### src/rtl/core/bdst_pkg.sv
// shared types and constants for the bus device status table
`default_nettype none
package bdst_pkg;

   localparam int ENTRIES = 32;
   localparam int IDX_W = $clog2(ENTRIES);

   typedef enum logic [4:0] {
      CMD_CLEAR = 5'd0, CMD_FOUND = 5'd1, CMD_CONFIGURE = 5'd2, CMD_DELETE = 5'd3,
      CMD_SET_ERROR = 5'd4, CMD_SERIAL = 5'd5, CMD_ALARMS = 5'd6, CMD_CLASS = 5'd7,
      CMD_READ = 5'd8, CMD_NEXT_CONF = 5'd9, CMD_NEXT_PRESENT = 5'd10,
      CMD_PREV_PRESENT = 5'd11, CMD_NEXT_FREE = 5'd12, CMD_NEXT_CLASS = 5'd13,
      CMD_PRESENCE_MAP = 5'd14, CMD_ERROR_MAP = 5'd15, CMD_COUNT = 5'd16,
      CMD_ANY_ALARM = 5'd17, CMD_CLASS_ALARM = 5'd18
   } cmd_type;

   localparam logic [2:0] ST_NONE  = 3'd0;
   localparam logic [2:0] ST_FOUND = 3'd1;
   localparam logic [2:0] ST_CONF  = 3'd2;
   localparam logic [2:0] ST_OK    = 3'd3;
   localparam logic [2:0] ST_ERR   = 3'd4;

   typedef struct packed {
      logic [2:0]  status;
      logic [15:0] cls;
      logic [15:0] alarms;
      logic [15:0] serial;
   } entry_type;

   // control from sequencer into every cell
   typedef struct packed {
      logic        shift;     // rotate ring by one
      logic        clear;     // all status to none
      logic        write;     // write head cell
      entry_type   wdata;
   } cell_ctl_type;

   typedef enum logic [1:0] {S_IDLE, S_WALK, S_DONE} state_type;

endpackage
`default_nettype wire

### src/rtl/core/bus_device_status_table.sv
// Bus device status table: 32 slave entries kept in a rotating ring of cells.
// Requests arrive on req_ (tdata: cmd[4:0], address[12:5], operand_value[28:13],
// alarm_mask[36:29]); one response per request leaves on rsp_ (tdata: flag[0],
// result_address[8:1], status[11:9], class[27:12], alarms[43:28],
// serial[59:44], bitmap[92:60], count[98:93]).
// The ring turns one place per cycle unless a write holds it; cell 0 holds the
// entry currently in view. Every request makes one full turn of the ring, so
// an entry visited in turn is tested, read or rewritten as it passes the head
// cell; a write holds the ring while the head cell commits. After the turn
// each entry is back in its home cell.
// The response is registered as the control leaves the done state and returns
// to idle, where the next request can be taken while the response is valid;
// one request at a time.
// A held response does not block the input: one more request is taken and
// walked, then waits in the done state until rsp_tready frees the response.
// Reset empties the table (all status none, other fields zero) and
// the control returns to idle with no response pending.
`default_nettype none
module bus_device_status_table
   import bdst_pkg::*;
(
   input  wire logic         clock,
   input  wire logic         reset,
   input  wire logic         req_tvalid,
   output logic              req_tready,
   input  wire logic [39:0]  req_tdata,  // cmd, address, operand_value, alarm_mask
   output logic              rsp_tvalid,
   input  wire logic         rsp_tready,
   output logic [103:0]      rsp_tdata   // result_flag, result_address, entry_status,
                                         // entry_class, entry_alarms, entry_serial,
                                         // address_bitmap, present_count
);
   state_type   state_ff, state_in;
   logic [4:0]  cmd_ff, cmd_in;
   logic [7:0]  addr_ff, addr_in;
   logic [15:0] val_ff, val_in;
   logic [7:0]  mask_ff, mask_in;
   logic [IDX_W-1:0] pos_ff, pos_in;
   logic        flag_ff, flag_in;
   logic [7:0]  raddr_ff, raddr_in;
   entry_type   rd_ff, rd_in;
   logic [32:0] map_ff, map_in;
   logic [5:0]  cnt_ff, cnt_in;
   logic        hit_ff, hit_in;
   logic        rv_ff, rv_in;
   logic [103:0] rsp_ff, rsp_in;

   cell_ctl_type ctl;
   entry_type    ring [ENTRIES];
   entry_type    hd;

   for (genvar g = 0; g < ENTRIES; g++) begin : g_cell
      bdst_cell u_cell (
         .clock(clock), .reset(reset), .ctl(ctl),
         .head(g == 0),
         .prev_entry(ring[(g + 1) % ENTRIES]),
         .entry(ring[g])
      );
   end

   assign hd = ring[0];

   logic       valid_a;
   logic [7:0] a;     // 1-based address of head entry
   logic       here, pres, match, hit;
   entry_type  wr;
   logic       do_wr, wflag;

   always_comb begin
      a = {{(8-IDX_W){1'b0}}, pos_ff} + 8'd1;
      valid_a = addr_ff >= 8'd1 && addr_ff <= 8'(ENTRIES);
      here = valid_a && a == addr_ff;
      pres = hd.status != ST_NONE;
      wr = hd;
      do_wr = 1'b0;
      wflag = 1'b0;
      case (cmd_ff)
         CMD_FOUND: if (hd.status == ST_NONE) begin
            wr.status = ST_FOUND; do_wr = 1'b1; wflag = 1'b1;
         end
         CMD_CONFIGURE: if (hd.status == ST_NONE || hd.status == ST_FOUND) begin
            wr.status = ST_CONF; do_wr = 1'b1; wflag = 1'b1;
         end
         CMD_DELETE: begin
            wr.status = ST_NONE; do_wr = 1'b1; wflag = 1'b1;
         end
         CMD_SET_ERROR: if (pres) begin
            wr.status = (val_ff != 16'd0) ? ST_ERR : ST_OK;
            do_wr = 1'b1; wflag = wr.status != hd.status;
         end
         CMD_SERIAL: if (pres) begin
            wr.serial = val_ff; do_wr = 1'b1; wflag = 1'b1;
         end
         CMD_ALARMS: if (pres) begin
            wr.alarms = val_ff; do_wr = 1'b1; wflag = hd.alarms != val_ff;
         end
         CMD_CLASS: begin
            wr.cls = val_ff; do_wr = 1'b1; wflag = 1'b1;
         end
         CMD_READ: wflag = pres;
         default: ;
      endcase
      case (cmd_ff)
         CMD_NEXT_CONF: match = hd.status == ST_OK || hd.status == ST_CONF ||
                                hd.status == ST_ERR;
         CMD_NEXT_PRESENT, CMD_PREV_PRESENT: match = pres;
         CMD_NEXT_FREE: match = !pres;
         CMD_NEXT_CLASS: match = pres && hd.cls == val_ff;
         default: match = 1'b0;
      endcase
      if (cmd_ff == CMD_PREV_PRESENT) hit = match && a < addr_ff;
      else hit = match && a > addr_ff;
   end

   always_comb begin
      state_in = state_ff;
      cmd_in = cmd_ff; addr_in = addr_ff; val_in = val_ff; mask_in = mask_ff;
      pos_in = pos_ff; flag_in = flag_ff; raddr_in = raddr_ff; rd_in = rd_ff;
      map_in = map_ff; cnt_in = cnt_ff; hit_in = hit_ff;
      rv_in = rv_ff; rsp_in = rsp_ff;
      ctl = '0;
      ctl.wdata = wr;
      req_tready = 1'b0;
      if (rv_ff && rsp_tready) rv_in = 1'b0;
      case (state_ff)
         S_IDLE: begin
            req_tready = 1'b1;
            if (req_tvalid) begin
               cmd_in = req_tdata[4:0];
               addr_in = req_tdata[12:5];
               val_in = req_tdata[28:13];
               mask_in = req_tdata[36:29];
               pos_in = '0;
               flag_in = 1'b0; raddr_in = req_tdata[12:5]; rd_in = '0;
               map_in = '0; cnt_in = '0; hit_in = 1'b0;
               state_in = S_WALK;
            end
         end
         S_WALK: begin
            ctl.shift = 1'b1;
            case (cmd_ff)
               CMD_CLEAR: flag_in = 1'b1;
               CMD_FOUND, CMD_CONFIGURE, CMD_DELETE, CMD_SET_ERROR, CMD_SERIAL,
               CMD_ALARMS, CMD_CLASS, CMD_READ: if (here) begin
                  flag_in = wflag;
                  if (cmd_ff == CMD_READ) rd_in = hd;
                  if (do_wr) ctl.shift = 1'b0;
               end
               CMD_NEXT_CONF, CMD_NEXT_PRESENT, CMD_NEXT_FREE, CMD_NEXT_CLASS:
                  if (hit && !hit_ff) begin
                     hit_in = 1'b1; flag_in = 1'b1; raddr_in = a;
                  end
               CMD_PREV_PRESENT: if (hit) begin
                  flag_in = 1'b1; raddr_in = a;  // last hit below start wins
               end
               CMD_PRESENCE_MAP: begin
                  flag_in = 1'b1;
                  if (pres) map_in[a[5:0]] = 1'b1;
               end
               CMD_ERROR_MAP: begin
                  flag_in = 1'b1;
                  if (pres && (hd.status == ST_ERR || hd.alarms != 16'd0))
                     map_in[a[5:0]] = 1'b1;
               end
               CMD_COUNT: begin
                  flag_in = 1'b1;
                  if (pres) cnt_in = cnt_ff + 6'd1;
               end
               CMD_ANY_ALARM: if (pres && hd.alarms != 16'd0) flag_in = 1'b1;
               CMD_CLASS_ALARM:
                  if (pres && hd.cls == val_ff && (hd.alarms[7:0] & mask_ff) != 8'd0)
                     flag_in = 1'b1;
               default: ;
            endcase
            // a write holds the ring while the head cell commits, then rotation resumes
            if (!ctl.shift) begin
               ctl.write = 1'b1;
               addr_in = 8'd0;  // entry done; stop matching
            end else begin
               pos_in = pos_ff + 1'b1;
               if (pos_ff == IDX_W'(ENTRIES - 1)) state_in = S_DONE;
            end
         end
         S_DONE: begin
            // wait here while the previous response is still held
            if (!rv_ff || rsp_tready) begin
               if (cmd_ff == CMD_CLEAR) ctl.clear = 1'b1;
               rsp_in = {5'd0, cnt_ff, map_ff, rd_ff.serial, rd_ff.alarms, rd_ff.cls,
                         rd_ff.status,
                         (cmd_ff inside {[CMD_NEXT_CONF:CMD_NEXT_CLASS]}) ? raddr_ff
                                                                           : 8'd0,
                         flag_ff};
               rv_in = 1'b1;
               state_in = S_IDLE;
            end
         end
         default: state_in = S_IDLE;
      endcase
   end

   always_ff @(posedge clock) begin
      if (reset) begin
         state_ff <= S_IDLE;
         rv_ff <= 1'b0;
      end else begin
         state_ff <= state_in;
         rv_ff <= rv_in;
      end
      cmd_ff <= cmd_in; addr_ff <= addr_in; val_ff <= val_in; mask_ff <= mask_in;
      pos_ff <= pos_in; flag_ff <= flag_in; raddr_ff <= raddr_in; rd_ff <= rd_in;
      map_ff <= map_in; cnt_ff <= cnt_in; hit_ff <= hit_in; rsp_ff <= rsp_in;
   end

   assign rsp_tvalid = rv_ff;
   assign rsp_tdata = rsp_ff;
endmodule
`default_nettype wire

### src/rtl/core/bdst_cell.sv
// one table entry in the rotating ring of cells
`default_nettype none
module bdst_cell
   import bdst_pkg::*;
(
   input  wire logic         clock,
   input  wire logic         reset,
   input  wire cell_ctl_type ctl,
   input  wire logic         head,
   input  wire entry_type    prev_entry,
   output entry_type         entry
);
   entry_type entry_ff, entry_in;

   always_comb begin
      entry_in = entry_ff;
      if (ctl.shift) entry_in = prev_entry;
      else if (ctl.write && head) entry_in = ctl.wdata;
      if (ctl.clear) entry_in.status = ST_NONE;
   end

   always_ff @(posedge clock) begin
      if (reset) entry_ff <= '0;
      else entry_ff <= entry_in;
   end

   assign entry = entry_ff;
endmodule
`default_nettype wire
### config.mk
export PLATFORM = sky130hd
export DESIGN_NAME = bus_device_status_table
export DESIGN_NICKNAME = d
export VERILOG_FILES = /design/src/rtl/core/bdst_pkg.sv /design/src/rtl/core/bus_device_status_table.sv /design/src/rtl/core/bdst_cell.sv
export SDC_FILE = /design/constraint.sdc
export NUM_CORES = 2
export LEC_CHECK = 0
export BUFFER_PORTS_ARGS = -buffer_cell sky130_fd_sc_hd__buf_2
export CORE_UTILIZATION = 58
export CTS_BUF_LIST = sky130_fd_sc_hd__clkbuf_8
export DETAILED_ROUTE_END_ITERATION = 10
export MAX_ROUTING_LAYER = met4
export PLACE_DENSITY = 0.9
export SYNTH_ARGS = -nofsm -noshare
export SYNTH_HDL_FRONTEND = slang
export SYNTH_SLANG_ARGS = --single-unit
### constraint.sdc
create_clock -name clock -period 7.05 [get_ports clock]
set_input_delay 1.41 -clock clock [delete_from_list [all_inputs] [get_ports clock]]
set_output_delay 1.41 -clock clock [all_outputs]
set_load 0.01 [all_outputs]
==> flow_metrics.env <==
export IMPL_drive_above_1_share=0.0736
export IMPL_grt_pass1_wl_um=223000
export IMPL_cts_buffers=286
export IMPL_globalplace_congestion=0.899
export IMPL_grt_pass1_vias=47500
export IMPL_dp_cells=8937
export IMPL_required_ns=7.82
export IMPL_die_area_um2=115000
export IMPL_cts_resized_gates=0
export IMPL_root_buffer="clkbuf_8"
export IMPL_cts_sinks=1876
export IMPL_yosysWarnings=0
export IMPL_synth_seq_cells=1876
export IMPL_start_util=0.586
export IMPL_drc=0
export IMPL_tightest_slew_ns=1.24
export IMPL_hpwl_um=73800
export IMPL_core_area_um2=113000
export IMPL_startpoint_type="register"
export IMPL_drv_cap=0
export IMPL_status="completed"
export IMPL_synth_edf_count=241
export IMPL_cp_data_arrival_time_ns=5.58
export IMPL_fin_crit_sh=0.682
export IMPL_switching_share=0.234
export IMPL_drt_iter0_drc=5023
export IMPL_rrSetupSlack_ns=2.24
export IMPL_post_drt_via_cell_ratio=5.43
export IMPL_synth_async_reset_ratio=0
export IMPL_cellInternalPower_mw=15.4
export IMPL_ctsHoldBuffers=0
export IMPL_p_clk_frac=0.412
export IMPL_path_cells="ha_1 -> xnor2_1 -> inv_1 -> ha_1 -> nand4_1 -> nor4_2 -> o2111ai_4 -> nand2_4 -> buf_12 -> buf_4 -> nor2_1 -> a211oi_1"
export IMPL_cts_setup_buffers=0
export IMPL_hp_class="reg -> reg"
export IMPL_rsz0062_at_grt="no"
export IMPL_drv_slew=0
export IMPL_avgSynthCellArea_um2=8.44
export IMPL_antenna_found_initial=7
export IMPL_grt_overflow=0
export IMPL_synthTopCellsByArea="dfxtp_1 50%, nand2_1 18%, a21oi_1 12%"
export IMPL_p_leak_nw=23.6
export IMPL_setup_tns_ns=0
export IMPL_crit_top_cell="ha_1"
export IMPL_cts_tree="built"
export IMPL_clkTransAtPathRegs_ns=0.06
export IMPL_num_vias=51200
export IMPL_worstPathMaxFanout=67
export IMPL_max_stage_delay_ns=0.70
export IMPL_powerDensity_nw_per_um2=280
export IMPL_synth_cell_area_um2=66100
export IMPL_insertion_delay_ns=0.94
export IMPL_grt_max_degree=264
export IMPL_critPathSlowestCell="nand2_4"
export IMPL_fp_dieH_um=339
export IMPL_hold_viol_final=0
export IMPL_clockBufferDepth=4
export IMPL_wl_um=134000
export IMPL_detail_route_antenna_nets=0
export IMPL_p_total_mw=20.1
export IMPL_setup_viol=0
export IMPL_end_kind="register"
export IMPL_max_vdd_ir_drop_mv=0.194
export IMPL_fill_cells=8217
export IMPL_num_io_pins=150
export IMPL_syn2layout_area_growth_pct=8.91
export IMPL_die_w_um=339
export IMPL_grt_total_usage=0.233
export IMPL_combinationalPowerShare=0.042
export IMPL_min_period_ns=4.81
export IMPL_row_count=123
export IMPL_max_slew_margin=0.173
export IMPL_numPortBuffers=141
export IMPL_layout_cells_non_filler=9425
export IMPL_drtPass1Iterations=6
export IMPL_htreeDepth=5
export IMPL_critPathKind="reg -> reg"
export IMPL_p_sw_mw=4.72
export IMPL_synth_ff_type="dfxtp_1"
export IMPL_final_nets=7778
export IMPL_seq_power_share=0.547
export IMPL_synth_top_cell_by_area="dfxtp_1"
export IMPL_fmaxAchievable_ghz=0.208
export IMPL_synthCells=7827
export IMPL_synth_seq_area_share=0.605
export IMPL_post_drt_wl_per_cell_um=14.3
export IMPL_skew_ns=0.0816
export IMPL_ys_types=56
export IMPL_synth_top_cell_area_share=0.495
==> layout by cell type, fill, tap and decap left out, types with 3 or more instances in the layout <==
cell	synthesis	routed
a211oi_1	22	22
a21oi_1	1620	1620
a22oi_1	4	4
a31oi_1	3	3
and2_1	69	69
and3_1	6	6
buf_12	0	23
buf_2	306	140
buf_4	43	31
clkbuf_8	0	333
clkinv_1	1	13
clkinv_2	0	21
clkinvlp_4	0	4
conb_1	1	5
dfxtp_1	1635	1635
diode_2	0	9
edfxtp_1	241	241
ha_1	9	9
inv_1	13	112
inv_6	0	5
mux2i_1	3	3
nand2_1	3176	3175
nand2b_1	9	8
nand3_1	13	13
nand4_1	10	10
nor2_1	152	152
nor3_1	74	74
nor4_1	18	18
o21a_1	34	34
o21ai_0	29	27
or2_2	6	6
or3_1	17	17
xnor2_1	23	23
xor2_1	17	17
==> worst max-delay path, delay by kind of cell (launching register included) <==
kind | cells | cell delay (ns)
adders and majority gates | 2 | 0.68
DFF | 1 | 0.57
AOI/OAI and AO/OA | 2 | 0.44
and+or+nand+nor | 4 | 1.40
xor gates and xnor gates | 1 | 0.48
buffers and inverters | 3 | 1.03
==> power by group through the flow <==
stage	Combinational (mW)	Clock, mW	Sequential, mW
6_report	0.840	8.29	11.0
5_1_grt	0.918	8.93	11.0
4_1_cts	0.830	8.42	11.0
3_5_place_dp	0.826	0	11.2
3_3_place_gp	0.820	0	11.2
2_1_floorplan	0.706	0	11.2
==> flip-flops by register name (all words and copies together), names as in the netlist <==
signal and cells:
mask_ff 8, cmd_ff 5, flag_ff 1, g_cell.u_cell.entry 1632, raddr_ff 8, rd_ff 51, map_ff 33, val_ff 16
rsp_tdata 99, cnt_ff 6, addr_ff 8, pos_ff 5, hit_ff 1, state_ff 2, rsp_tvalid 1
==> per-stage QoR <==
stage	utilization	hold slack [ns]	area (um2)	setup WS [ns]
3_5_place_dp	0.592	0.405	66700	2.35
5_1_grt	0.639	0.391	71900	1.96
6_report	0.639	0.381	71900	2.24
2_1_floorplan	-	0.400	66100	0.950
3_3_place_gp	0.592	0.403	66700	2.48
4_1_cts	0.638	0.370	71900	2.30
==> logic make-up after synthesis <==
| logic type | Yosys count | synth area share |
|---|---|---|
| DFF | 1876 | 0.605 |
| xor gates and xnor gates | 40 | 0.00530 |
| adders and majority gates | 9 | 0.00170 |
| muxes | 4 | 0.000625 |
| other | 1 | 0.0000568 |
| buffers and inverters | 603 | 0.0425 |
| AOI/OAI and AO/OA | 1735 | 0.135 |
| and+or+nand+nor | 3559 | 0.210 |
==> per-layer routing <==
metal  vias to the layer above  GRT usage  wire [um]
met1                     24100      0.287      56200
li1                      25300          -          -
met2                      1540      0.382      66300
met4                         0     0.0761       3060
met3                       268     0.0463       8830
met5                         -          -          0
==> cell usage after synthesis, drive strengths merged, types with 2 or more instances <==
library cell and number:
nand2 3176, dfxtp 1635, a21oi 1621, buf 351
edfxtp 241, clkbuf 238, nor2 153, nor3 74
and2 69, o21a 34, o21ai 30, xnor2 23
a211oi 22, nor4 19, or3 18, xor2 17
inv 13, nand3 13, nand4 10, ha 9
nand2b 9, and3 6, or2 6, a22oi 4
a31oi 3, mux2i 3, nor2b 3, a21o 2
o211ai 2, o21bai 2, o221ai 2, o31ai 2
==> path summary, 6_finish.rpt <==
| kind | startpoint | end | depth (start not counted) |
|---|---|---|---|
| hold reg to reg | rd_ff[14] | rsp_tdata[58] | 0 |
| setup reg to reg | pos_ff[0] | g_cell[0].u_cell.entry[48] | 12 |
| setup / recovery | pos_ff[0] | g_cell[0].u_cell.entry[48] | 12 |
| hold / removal | rd_ff[14] | rsp_tdata[58] | 0 |
==> final cells by class <==
type / count / area (um2) / area share
Clock buffer: 333 / 4580 / 0.0637
Clock inverter: 146 / 692 / 0.00962
Tap cell: 1500 / 1880 / 0.0261
Antenna cell: 9 / 22.5 / 0.000313
Timing Repair Buffer: 195 / 1410 / 0.0196
Sequential cell: 1876 / 40000 / 0.556
Inverter: 14 / 52.6 / 0.000730
Multi-Input combinational cell: 5352 / 23300 / 0.324
No activity file was read; power rests on OpenSTA's default activity.
